## config.mk

```make
export PLATFORM = sky130hd
export DESIGN_NAME = random_interval_pulse_generator
export DESIGN_NICKNAME = d
export VERILOG_FILES = /design/src/sv/rip_pkg.sv /design/src/sv/random_interval_pulse_generator.sv /design/src/sv/rip_remainder.sv /design/src/sv/rip_lcg.sv
export VERILOG_INCLUDE_DIRS = /design/src /design/src/sv
export SDC_FILE = /design/constraint.sdc
export NUM_CORES = 1
export LEC_CHECK = 0
export BUFFER_PORTS_ARGS = -buffer_cell sky130_fd_sc_hd__clkbuf_2
export CORE_UTILIZATION = 35
export DETAILED_ROUTE_END_ITERATION = 12
export PLACE_DENSITY = 0.56
export SYNTH_ARGS = -nofsm -noshare
export SYNTH_HDL_FRONTEND = slang
export SYNTH_SLANG_ARGS = --single-unit
```

## constraint.sdc

```tcl
create_clock -name i_clk -period 8.22 [get_ports i_clk]
set_input_delay 0.411 -clock i_clk [delete_from_list [all_inputs] [get_ports i_clk]]
set_output_delay 0.411 -clock i_clk [all_outputs]
set_load 0.03 [all_outputs]
```

## src/sv/random_interval_pulse_generator_assert.svh

```systemverilog
// assertion macros for the random interval pulse generator
// used by the top level only, no other dependencies
`ifndef RANDOM_INTERVAL_PULSE_GENERATOR_ASSERT_SVH
`define RANDOM_INTERVAL_PULSE_GENERATOR_ASSERT_SVH

// implication in the same cycle, off during reset
`define RIPG_ASSERT_IMPL(lbl, clk, rst_n, ante, cons, msg) \
    lbl: assert property (@(posedge clk) disable iff (!rst_n) (ante) |-> (cons)) \
        else $error(msg);

// implication into the next cycle, off during reset
`define RIPG_ASSERT_NEXT(lbl, clk, rst_n, ante, cons, msg) \
    lbl: assert property (@(posedge clk) disable iff (!rst_n) (ante) |=> (cons)) \
        else $error(msg);

// implication into the next cycle, checked through reset too
`define RIPG_ASSERT_NEXT_ALWAYS(lbl, clk, ante, cons, msg) \
    lbl: assert property (@(posedge clk) (ante) |=> (cons)) \
        else $error(msg);

`endif

```

## src/sv/rip_pkg.sv

```systemverilog
// shared types and constants of the random interval pulse generator
// no dependencies
package rip_pkg;

    localparam int VALUE_BITS_DEF = 17;
    localparam int COUNT_BITS_DEF = 26;

    localparam int MUL_BITS   = 16;
    localparam int MOD_BITS   = 17;
    localparam int ITER_BITS  = 8;
    localparam int PULSE_BITS = 16;
    localparam int DEB_BITS   = 20;

    localparam int CFG_INDEX_BITS = 4;
    localparam int CFG_DATA_BITS  = 20;

    localparam logic [CFG_INDEX_BITS-1:0] REG_MULTIPLIER = 4'd0;
    localparam logic [CFG_INDEX_BITS-1:0] REG_INCREMENT  = 4'd1;
    localparam logic [CFG_INDEX_BITS-1:0] REG_MODULUS    = 4'd2;
    localparam logic [CFG_INDEX_BITS-1:0] REG_MIN_VALUE  = 4'd3;
    localparam logic [CFG_INDEX_BITS-1:0] REG_SEED       = 4'd4;
    localparam logic [CFG_INDEX_BITS-1:0] REG_ITER_TICKS = 4'd5;
    localparam logic [CFG_INDEX_BITS-1:0] REG_PULSE_TICKS = 4'd6;
    localparam logic [CFG_INDEX_BITS-1:0] REG_DEB_TICKS  = 4'd7;

    localparam logic [MUL_BITS-1:0]   RST_MULTIPLIER  = 16'd3;
    localparam logic [MOD_BITS-1:0]   RST_INCREMENT   = 17'd5;
    localparam logic [MOD_BITS-1:0]   RST_MODULUS     = 17'd79998;
    localparam logic [MOD_BITS-1:0]   RST_MIN_VALUE   = 17'd18;
    localparam logic [MOD_BITS-1:0]   RST_SEED        = 17'd0;
    localparam logic [ITER_BITS-1:0]  RST_ITER_TICKS  = 8'd5;
    localparam logic [PULSE_BITS-1:0] RST_PULSE_TICKS = 16'd30;
    localparam logic [DEB_BITS-1:0]   RST_DEB_TICKS   = 20'd15000;

    typedef struct packed {
        logic start_n;
        logic stop_n;
    } t_in;

    typedef struct packed {
        logic pulse_out;
        logic led_green;
        logic running;
    } t_out;

    typedef struct packed {
        logic [MUL_BITS-1:0]   multiplier;
        logic [MOD_BITS-1:0]   increment;
        logic [MOD_BITS-1:0]   modulus;
        logic [MOD_BITS-1:0]   min_value;
        logic [MOD_BITS-1:0]   seed;
        logic [ITER_BITS-1:0]  iteration_ticks;
        logic [PULSE_BITS-1:0] pulse_ticks;
        logic [DEB_BITS-1:0]   debounce_ticks;
    } t_cfg;

endpackage

```

## src/sv/random_interval_pulse_generator.sv

```systemverilog
// random interval pulse generator: one result per timer tick, and a tick is taken only
// while the result register is free; a tick that starts a gap still gives its result, then the
// congruential step keeps the input side busy while it runs, through the bit-serial remainder
// unit when the modulus is not zero (one pass, or two when a retry is taken)
// synchronous active-low reset: stopped, check phase, value = seed, registers at defaults
// depends on rip_pkg, rip_lcg, rip_remainder and the assertion macro header
`include "random_interval_pulse_generator_assert.svh"

module random_interval_pulse_generator
    import rip_pkg::*;
#(
    parameter int VALUE_BITS = VALUE_BITS_DEF,
    parameter int COUNT_BITS = COUNT_BITS_DEF
) (
    input  logic                      i_clk,
    input  logic                      i_rst_n,
    input  logic                      i_in_valid,
    output logic                      o_in_ready,
    input  t_in                       i_in_data,
    output logic                      o_out_valid,
    input  logic                      i_out_ready,
    output t_out                      o_out_data,
    input  logic                      i_cfg_we,
    input  logic [CFG_INDEX_BITS-1:0] i_cfg_index,
    input  logic [CFG_DATA_BITS-1:0]  i_cfg_wdata
);

    typedef enum logic [2:0] {
        PH_CHECK,
        PH_DEBOUNCE,
        PH_GAP,
        PH_PULSE,
        PH_STEP
    } t_phase;

    localparam logic [1:0] CASE_NONE  = 2'd0;
    localparam logic [1:0] CASE_START = 2'd1;
    localparam logic [1:0] CASE_STOP  = 2'd2;
    localparam logic [1:0] CASE_BOTH  = 2'd3;

    t_phase                r_phase, n_phase;
    logic                  r_run, n_run;
    logic [VALUE_BITS-1:0] r_rand, n_rand;
    logic [COUNT_BITS-1:0] r_wait, n_wait;
    logic [1:0]            r_pend, n_pend;
    t_cfg                  r_cfg, n_cfg;
    logic                  r_out_valid, n_out_valid;
    t_out                  r_out, n_out;

    logic                  in_fire;
    logic                  lcg_start;
    logic                  lcg_done;
    logic [VALUE_BITS-1:0] lcg_value;
    logic [COUNT_BITS-1:0] lcg_wait;
    logic                  start_p;
    logic                  stop_p;
    logic [1:0]            chk_case;
    logic                  run_new;
    logic                  do_resolve;
    logic                  pulse;

    assign o_in_ready = (r_phase != PH_STEP) && (!r_out_valid || i_out_ready);
    assign in_fire    = i_in_valid && o_in_ready;
    assign start_p    = !i_in_data.start_n;
    assign stop_p     = !i_in_data.stop_n;

    rip_lcg #(
        .VALUE_BITS (VALUE_BITS),
        .COUNT_BITS (COUNT_BITS)
    ) u_lcg (
        .i_clk   (i_clk),
        .i_rst_n (i_rst_n),
        .i_start (lcg_start),
        .i_value (r_rand),
        .i_cfg   (r_cfg),
        .o_done  (lcg_done),
        .o_value (lcg_value),
        .o_wait  (lcg_wait)
    );

    always_comb begin
        if (start_p && !stop_p && !r_run) begin
            chk_case = CASE_START;
        end else if (!start_p && stop_p && r_run) begin
            chk_case = CASE_STOP;
        end else if (start_p && stop_p && r_run) begin
            chk_case = CASE_BOTH;
        end else begin
            chk_case = CASE_NONE;
        end
    end

    always_comb begin
        n_phase     = r_phase;
        n_run       = r_run;
        n_rand      = r_rand;
        n_wait      = r_wait;
        n_pend      = r_pend;
        n_cfg       = r_cfg;
        n_out_valid = r_out_valid && !i_out_ready;
        n_out       = r_out;
        run_new     = r_run;
        do_resolve  = 1'b0;
        pulse       = 1'b0;
        lcg_start   = 1'b0;

        if (in_fire) begin
            case (r_phase)
                PH_CHECK: begin
                    if (chk_case != CASE_NONE) begin
                        n_pend  = chk_case;
                        n_wait  = (r_cfg.debounce_ticks == '0) ? COUNT_BITS'(1)
                                                                : COUNT_BITS'(r_cfg.debounce_ticks);
                        n_phase = PH_DEBOUNCE;
                    end else begin
                        do_resolve = 1'b1;
                    end
                end
                PH_DEBOUNCE: begin
                    if (r_wait > COUNT_BITS'(1)) begin
                        n_wait = r_wait - COUNT_BITS'(1);
                    end else begin
                        if (r_pend == CASE_START) begin
                            run_new = start_p && !stop_p;
                        end else if (r_pend == CASE_STOP && !start_p && stop_p) begin
                            run_new = 1'b0;
                        end else if (r_pend == CASE_BOTH && start_p && stop_p) begin
                            run_new = 1'b0;
                        end
                        n_wait     = '0;
                        do_resolve = 1'b1;
                    end
                end
                PH_GAP: begin
                    if (r_wait > COUNT_BITS'(1)) begin
                        n_wait = r_wait - COUNT_BITS'(1);
                    end else begin
                        n_wait  = (r_cfg.pulse_ticks == '0) ? COUNT_BITS'(1)
                                                             : COUNT_BITS'(r_cfg.pulse_ticks);
                        n_phase = PH_PULSE;
                    end
                end
                PH_PULSE: begin
                    pulse = 1'b1;
                    if (r_wait > COUNT_BITS'(1)) begin
                        n_wait = r_wait - COUNT_BITS'(1);
                    end else begin
                        n_wait  = '0;
                        n_phase = PH_CHECK;
                    end
                end
                default: begin
                    n_phase = r_phase;
                end
            endcase

            if (do_resolve) begin
                n_pend = CASE_NONE;
                if (run_new) begin
                    lcg_start = 1'b1;
                    n_phase   = PH_STEP;
                end else begin
                    n_phase = PH_CHECK;
                end
            end

            n_run           = run_new;
            n_out_valid     = 1'b1;
            n_out.pulse_out = pulse;
            n_out.led_green = run_new;
            n_out.running   = run_new;
        end

        if (r_phase == PH_STEP && lcg_done) begin
            n_rand  = lcg_value;
            n_wait  = lcg_wait;
            n_phase = PH_GAP;
        end

        if (i_cfg_we) begin
            case (i_cfg_index)
                REG_MULTIPLIER:  n_cfg.multiplier      = i_cfg_wdata[MUL_BITS-1:0];
                REG_INCREMENT:   n_cfg.increment       = i_cfg_wdata[MOD_BITS-1:0];
                REG_MODULUS:     n_cfg.modulus         = i_cfg_wdata[MOD_BITS-1:0];
                REG_MIN_VALUE:   n_cfg.min_value       = i_cfg_wdata[MOD_BITS-1:0];
                REG_SEED: begin
                    n_cfg.seed = i_cfg_wdata[MOD_BITS-1:0];
                    n_rand     = VALUE_BITS'(i_cfg_wdata[MOD_BITS-1:0]);
                end
                REG_ITER_TICKS:  n_cfg.iteration_ticks = i_cfg_wdata[ITER_BITS-1:0];
                REG_PULSE_TICKS: n_cfg.pulse_ticks     = i_cfg_wdata[PULSE_BITS-1:0];
                REG_DEB_TICKS:   n_cfg.debounce_ticks  = i_cfg_wdata[DEB_BITS-1:0];
                default: begin
                    n_cfg = r_cfg;
                end
            endcase
        end
    end

    always_ff @(posedge i_clk) begin
        if (!i_rst_n) begin
            r_phase                 <= PH_CHECK;
            r_run                   <= 1'b0;
            r_rand                  <= VALUE_BITS'(RST_SEED);
            r_wait                  <= '0;
            r_pend                  <= CASE_NONE;
            r_cfg.multiplier        <= RST_MULTIPLIER;
            r_cfg.increment         <= RST_INCREMENT;
            r_cfg.modulus           <= RST_MODULUS;
            r_cfg.min_value         <= RST_MIN_VALUE;
            r_cfg.seed              <= RST_SEED;
            r_cfg.iteration_ticks   <= RST_ITER_TICKS;
            r_cfg.pulse_ticks       <= RST_PULSE_TICKS;
            r_cfg.debounce_ticks    <= RST_DEB_TICKS;
            r_out_valid             <= 1'b0;
        end else begin
            r_phase     <= n_phase;
            r_run       <= n_run;
            r_rand      <= n_rand;
            r_wait      <= n_wait;
            r_pend      <= n_pend;
            r_cfg       <= n_cfg;
            r_out_valid <= n_out_valid;
        end
        r_out <= n_out;
    end

    assign o_out_valid = r_out_valid;
    assign o_out_data  = r_out;

    `RIPG_ASSERT_IMPL(a_step_not_ready, i_clk, i_rst_n, r_phase == PH_STEP, !o_in_ready, "input taken during congruential step")
    `RIPG_ASSERT_IMPL(a_lcg_done_in_step, i_clk, i_rst_n, lcg_done, r_phase == PH_STEP, "step result outside step phase")
    `RIPG_ASSERT_NEXT(a_pulse_out_high, i_clk, i_rst_n, in_fire && r_phase == PH_PULSE, r_out_valid && r_out.pulse_out, "pulse tick gave low output")
    `RIPG_ASSERT_NEXT_ALWAYS(a_reset_state, i_clk, !i_rst_n, r_phase == PH_CHECK && !r_out_valid && !r_run, "reset state wrong")

endmodule

```

## src/sv/rip_remainder.sv

```systemverilog
// bit-serial restoring remainder unit, one dividend bit per cycle
// depends on rip_pkg
module rip_remainder
    import rip_pkg::*;
#(
    parameter int DIV_BITS = VALUE_BITS_DEF + MOD_BITS
) (
    input  logic                i_clk,
    input  logic                i_rst_n,
    input  logic                i_start,
    input  logic [DIV_BITS-1:0] i_dividend,
    input  logic [MOD_BITS-1:0] i_modulus,
    output logic                o_done,
    output logic [MOD_BITS-1:0] o_rem
);

    localparam int CNT_BITS = $clog2(DIV_BITS + 1);

    logic                r_busy;
    logic                r_done;
    logic [CNT_BITS-1:0] r_cnt;
    logic [DIV_BITS-1:0] r_div;
    logic [MOD_BITS-1:0] r_mod;
    logic [MOD_BITS-1:0] r_rem;

    logic [MOD_BITS:0]   rem_sh;
    logic [MOD_BITS:0]   rem_diff;
    logic                last;

    assign rem_sh   = {r_rem, r_div[DIV_BITS-1]};
    assign rem_diff = rem_sh - {1'b0, r_mod};
    assign last     = (r_cnt == CNT_BITS'(DIV_BITS - 1));

    always_ff @(posedge i_clk) begin
        if (!i_rst_n) begin
            r_busy <= 1'b0;
            r_done <= 1'b0;
            r_cnt  <= '0;
        end else begin
            r_done <= r_busy && last;
            if (i_start) begin
                r_busy <= 1'b1;
                r_cnt  <= '0;
            end else if (r_busy) begin
                r_cnt <= r_cnt + CNT_BITS'(1);
                if (last) begin
                    r_busy <= 1'b0;
                end
            end
        end
    end

    always_ff @(posedge i_clk) begin
        if (i_start) begin
            r_div <= i_dividend;
            r_mod <= i_modulus;
            r_rem <= '0;
        end else if (r_busy) begin
            r_div <= {r_div[DIV_BITS-2:0], 1'b0};
            if (rem_sh >= {1'b0, r_mod}) begin
                r_rem <= rem_diff[MOD_BITS-1:0];
            end else begin
                r_rem <= rem_sh[MOD_BITS-1:0];
            end
        end
    end

    assign o_done = r_done;
    assign o_rem  = r_rem;

endmodule

```

## src/sv/rip_lcg.sv

```systemverilog
// congruential step sequencer: shared multiplier, remainder unit, retry and gap scaling
// depends on rip_pkg and rip_remainder
module rip_lcg
    import rip_pkg::*;
#(
    parameter int VALUE_BITS = VALUE_BITS_DEF,
    parameter int COUNT_BITS = COUNT_BITS_DEF
) (
    input  logic                  i_clk,
    input  logic                  i_rst_n,
    input  logic                  i_start,
    input  logic [VALUE_BITS-1:0] i_value,
    input  t_cfg                  i_cfg,
    output logic                  o_done,
    output logic [VALUE_BITS-1:0] o_value,
    output logic [COUNT_BITS-1:0] o_wait
);

    localparam int W  = VALUE_BITS + MUL_BITS + 1;
    localparam int XW = (VALUE_BITS > MOD_BITS) ? VALUE_BITS : MOD_BITS;

    typedef enum logic [2:0] {
        L_IDLE,
        L_MUL,
        L_MOD,
        L_REM,
        L_CHK,
        L_SCALE,
        L_OUT
    } t_lstate;

    t_lstate               r_state, n_state;
    logic [W-1:0]          r_prod, n_prod;
    logic [VALUE_BITS-1:0] r_val, n_val;
    logic                  r_first, n_first;
    logic                  r_done, n_done;
    logic [COUNT_BITS-1:0] r_wait, n_wait;

    logic [MUL_BITS-1:0]   mul_a;
    logic [VALUE_BITS:0]   mul_b;
    logic [W-1:0]          mul_p;
    logic [W-1:0]          sum;
    logic [ITER_BITS-1:0]  it_eff;
    logic                  rem_start;
    logic                  rem_done;
    logic [MOD_BITS-1:0]   rem;

    assign it_eff = (i_cfg.iteration_ticks == '0) ? ITER_BITS'(1) : i_cfg.iteration_ticks;
    assign mul_a  = (r_state == L_SCALE) ? MUL_BITS'(it_eff) : i_cfg.multiplier;
    assign mul_b  = (r_state == L_SCALE) ? ({1'b0, r_val} + (VALUE_BITS + 1)'(1))
                                         : {1'b0, r_val};
    assign mul_p  = W'(mul_a) * W'(mul_b);
    assign sum    = r_prod + W'(i_cfg.increment);
    assign rem_start = (r_state == L_MOD) && (i_cfg.modulus != '0);

    rip_remainder #(
        .DIV_BITS (W)
    ) u_rem (
        .i_clk      (i_clk),
        .i_rst_n    (i_rst_n),
        .i_start    (rem_start),
        .i_dividend (sum),
        .i_modulus  (i_cfg.modulus),
        .o_done     (rem_done),
        .o_rem      (rem)
    );

    always_comb begin
        n_state = r_state;
        n_prod  = r_prod;
        n_val   = r_val;
        n_first = r_first;
        n_done  = 1'b0;
        n_wait  = r_wait;
        case (r_state)
            L_IDLE: begin
                if (i_start) begin
                    n_val   = i_value;
                    n_first = 1'b1;
                    n_state = L_MUL;
                end
            end
            L_MUL: begin
                n_prod  = mul_p;
                n_state = L_MOD;
            end
            L_MOD: begin
                if (i_cfg.modulus == '0) begin
                    n_val   = sum[VALUE_BITS-1:0];
                    n_state = L_CHK;
                end else begin
                    n_state = L_REM;
                end
            end
            L_REM: begin
                if (rem_done) begin
                    n_val   = VALUE_BITS'(rem);
                    n_state = L_CHK;
                end
            end
            L_CHK: begin
                if (r_first && (XW'(r_val) < XW'(i_cfg.min_value))) begin
                    n_first = 1'b0;
                    n_state = L_MUL;
                end else begin
                    n_state = L_SCALE;
                end
            end
            L_SCALE: begin
                n_prod  = mul_p;
                n_state = L_OUT;
            end
            L_OUT: begin
                n_wait  = COUNT_BITS'(r_prod);
                n_done  = 1'b1;
                n_state = L_IDLE;
            end
            default: begin
                n_state = L_IDLE;
            end
        endcase
    end

    always_ff @(posedge i_clk) begin
        if (!i_rst_n) begin
            r_state <= L_IDLE;
            r_done  <= 1'b0;
        end else begin
            r_state <= n_state;
            r_done  <= n_done;
        end
        r_prod  <= n_prod;
        r_val   <= n_val;
        r_first <= n_first;
        r_wait  <= n_wait;
    end

    assign o_done  = r_done;
    assign o_value = r_val;
    assign o_wait  = r_wait;

endmodule

```

==> flow_summary.yaml <==
synthesis:
  ys_seq_elements: 321
  synth-edff-count: 131
  async_flop_share: 0
  synth_cell_types: 73
  seq_area_frac_synth: 0.3037
  syn_inst: 2875
  ys.flop_type: "dfxtp_1"
  synth_area_per_cell_sq_um: 8.862
  ys.warnings.count: 0
  netlist_area_sq_um: 25480
die:
  fp-row-count: 98
  die_y_microns: 271.8
  io_pins: 36
  coreArea_sq_um: 71730
  die-area_sq_um: 73880
  chipWidth_microns: 271.8
  start_util: 0.3552
clock_tree:
  cts_tree: "yes"
  path_clk_slew_ns: 0.06
  cts_buffers: 38
  cts_setup_buffers: 0
  cts_root_buf: "clkbuf_16"
  cts_num_sinks: 321
  clkLatencyLatePin_ns: 0.57
  cts_buffer_depth: 3
  htreeDepth: 2
  ctsHoldBuffers: 0
  cts_resized: 0
place:
  io_buffers: 35
  hpwlAfterDp_mm: 58.30
  dp.cells: 3789
  place.gp.congestion: 0.8963
finish:
  layout.cells.most_common: "nand2_1"
  syn2layout_area_growth_pct: 10.42
  drive_gt1_frac: 0.06738
  mostFrequentLayoutCells: "nand2_1, inv_1, fa_1"
  final_cells: 3859
  diodes: 0
  nets: 3295
  fin_util: 0.3922
global_route:
  grt_pass1_wl_mm: 120.5
  antenna_found_initial: 1
  grt_use_total: 0.2109
  grt_overflow: 0
  grt_start_max_net_pins: 88
  grt_pass1_vias: 20240
setup_path:
  end_kind: "flip-flop"
  crit_family: "adder cells"
  start_kind: "flip-flop"
  crit_top_cell: "fa_1"
  cp_data_arrival_time_ns: 8.08
  crit_required_ns: 8.51
  crit_type: "reg -> reg"
  critPathBufInv: 3
  path_max_fanout: 11
  path_cells: "and3b_1 > and4_1 > nand2_1 > nor2_1 > nand2_1 > xnor2_1 > nand2_1 > fa_1 > fa_1 > inv_1 > fa_1 > fa_1 > fa_1 > inv_1 > fa_1 > inv_1 > ha_1 > a21o_1 > a21o_1 > a21oi_1 > o311ai_0 > a31oi_1 > o21ai_0 > xor2_1"
  cp_slowest_cell: "fa_1"
  slowest_delay_ns: 0.55
sta:
  tightest_slew_ns: 1.170
  finalCriticalPeriod_ns: 7.787
  finalSetupTns_ns: 0
  fmax_mhz: 128.4
  final_max_slew_viol_count: 0
  rsz0062_at_grt: "false"
  finalHoldViolCount: 0
  hold_ws_ns: 0.08437
  clock_skew_ns: 0.02172
  setup_viol: 0
  period_share: 0.9473
  slew_headroom: 0.2181
detailed_routing:
  dr_total_vias: 20590
  drc: 0
  drtAntennaViolNets: 0
  first_pass_iters: 5
  routed_wl_mm: 76.94
  wl_per_cell_microns: 19.94
  drt_iter0_markers: 2077
  routed_via_density: 5.334
power:
  p_leak_uw: 0.01221
  vdd_ir_drop_max_mv: 0.1509
  p_per_area_nw_per_um2: 166.2
worst_hold_path:
  hp-class: "in -> reg"
outcome:
  status: "completed"
job:
  maxCapViolations: 0
layout make-up:
type,instances,area (sq um)
flip-flops and latches,321,7737
repair buffers,99,658.1
clock buffers,51,1094
fillers,7300,43600
multi-input cells,2111,16100
clock inverters,19,202.7
well taps,950,1189
inverters,308,1156
metrics by stage:
stage | total power, uW | area (sq um) | setup WS [ns]
4_1_cts | 4690 | 28130 | 0.5335
2_1_floorplan | 2625 | 25500 | 1.097
3_5_place_dp | 2932 | 26830 | 0.5704
6_report | 4677 | 28130 | 0.4328
3_3_place_gp | 2933 | 26830 | 0.6547
5_1_grt | 4898 | 28130 | 0.01269
flip-flops by register name (all words and copies together) (netlist names), 6 cells and up:
name,cells
u_lcg.u_rem.r_cnt,6
u_lcg.u_rem.r_mod,17
u_lcg.o_value,17
u_lcg.u_rem.r_div,34
r_wait,26
r_cfg,111
r_rand,17
u_lcg.u_rem.o_rem,17
u_lcg.o_wait,26
u_lcg.r_prod,34
report_power, final:
part	switching [uW]	total, uW	internal [uW]	leakage [uW]
sequential	114	1890	1780	0.00273
combinational	635	1030	392	0.00884
clock	717	1760	1040	0.000633
total	1470	4680	3210	0.0122
layer usage:
| metal | track usage | part of all wire | vias up | routed length [microns] |
|---|---|---|---|---|
| met1 | 0.2963 | 0.45 | 10090 | 34890 |
| met4 | 0.07451 | 0.037 | 0 | 2870 |
| met5 | 0 | 0 | - | 0 |
| li1 | - | - | 9660 | - |
| met2 | 0.3271 | 0.44 | 703 | 33560 |
| met3 | 0.03368 | 0.073 | 136 | 5608 |
cell usage after synthesis, types with 7 or more instances:
master	count	area, sq um
a211oi_1	16	120.1
a21boi_0	84	630.6
a21o_1	34	255.2
a21oi_1	100	500.5
a221oi_1	12	105.1
a31oi_1	11	68.82
a32oi_1	7	61.31
and2_1	9	56.30
and3_1	38	237.7
buf_1	7	26.28
clkbuf_1	117	439.2
clkbuf_2	8	40.04
dfxtp_1	190	3804
edfxtp_1	131	3934
fa_1	224	4484
ha_1	161	2014
inv_1	308	1156
mux2i_1	33	330.3
nand2_1	523	1963
nand2b_1	20	125.1
nand3_1	91	455.4
nand3b_1	11	82.58
nand4_1	23	143.9
nor2_1	206	773.2
nor2b_1	25	156.4
nor3_1	37	185.2
nor3b_1	7	52.55
nor4_1	19	118.9
o2111ai_1	8	70.07
o211a_1	17	170.2
o211ai_1	16	120.1
o21a_1	13	97.59
o21ai_0	119	595.6
o21bai_1	8	60.06
o221ai_1	11	96.34
o22ai_1	13	81.33
o31ai_1	8	60.06
or2_2	10	62.56
xnor2_1	66	578.1
xor2_1	52	455.4
kinds of logic (layout without fill, tap and decap cells):
group | Yosys count | count (layout) | share of synthesized area
AO/OA/AOI/OAI | 516 | 516 | 0.1346
XOR/XNOR | 118 | 118 | 0.04056
adder cells (fa/ha/maj) | 385 | 385 | 0.2551
buffers and inverters | 449 | 477 | 0.06728
flip-flops | 321 | 321 | 0.3037
multiplexers | 37 | 37 | 0.01473
other | 2 | 8 | 0.0002947
AND/OR/NAND/NOR | 1047 | 1047 | 0.1838
path summary, 6_finish.rpt:
kind	slack, ns	cells past startpoint	startpoint	to
worst max register to register	0.43	24	u_lcg.r_state[2]	u_lcg.r_prod[30]
worst min-delay path	0.08	3	i_cfg_wdata[18]	r_cfg[18]
worst min register to register	0.46	0	r_cfg[87]	u_lcg.u_rem.r_mod[9]
worst max-delay path	0.43	24	u_lcg.r_state[2]	u_lcg.r_prod[30]
worst register-to-register path, stage by stage, from the launching register on:
cell	delay (ns)
dfxtp_1	0.52
and3b_1	0.31
and4_1	0.41
nand2_1	0.12
nor2_1	0.14
nand2_1	0.11
xnor2_1	0.49
nand2_1	0.17
fa_1	0.54
fa_1	0.55
inv_1	0.05
fa_1	0.48
fa_1	0.52
fa_1	0.50
inv_1	0.05
fa_1	0.47
inv_1	0.04
ha_1	0.34
a21o_1	0.18
a21o_1	0.16
a21oi_1	0.34
o311ai_0	0.30
a31oi_1	0.40
o21ai_0	0.17
xor2_1	0.16
Note: power is estimated with default switching activity, not from simulation.
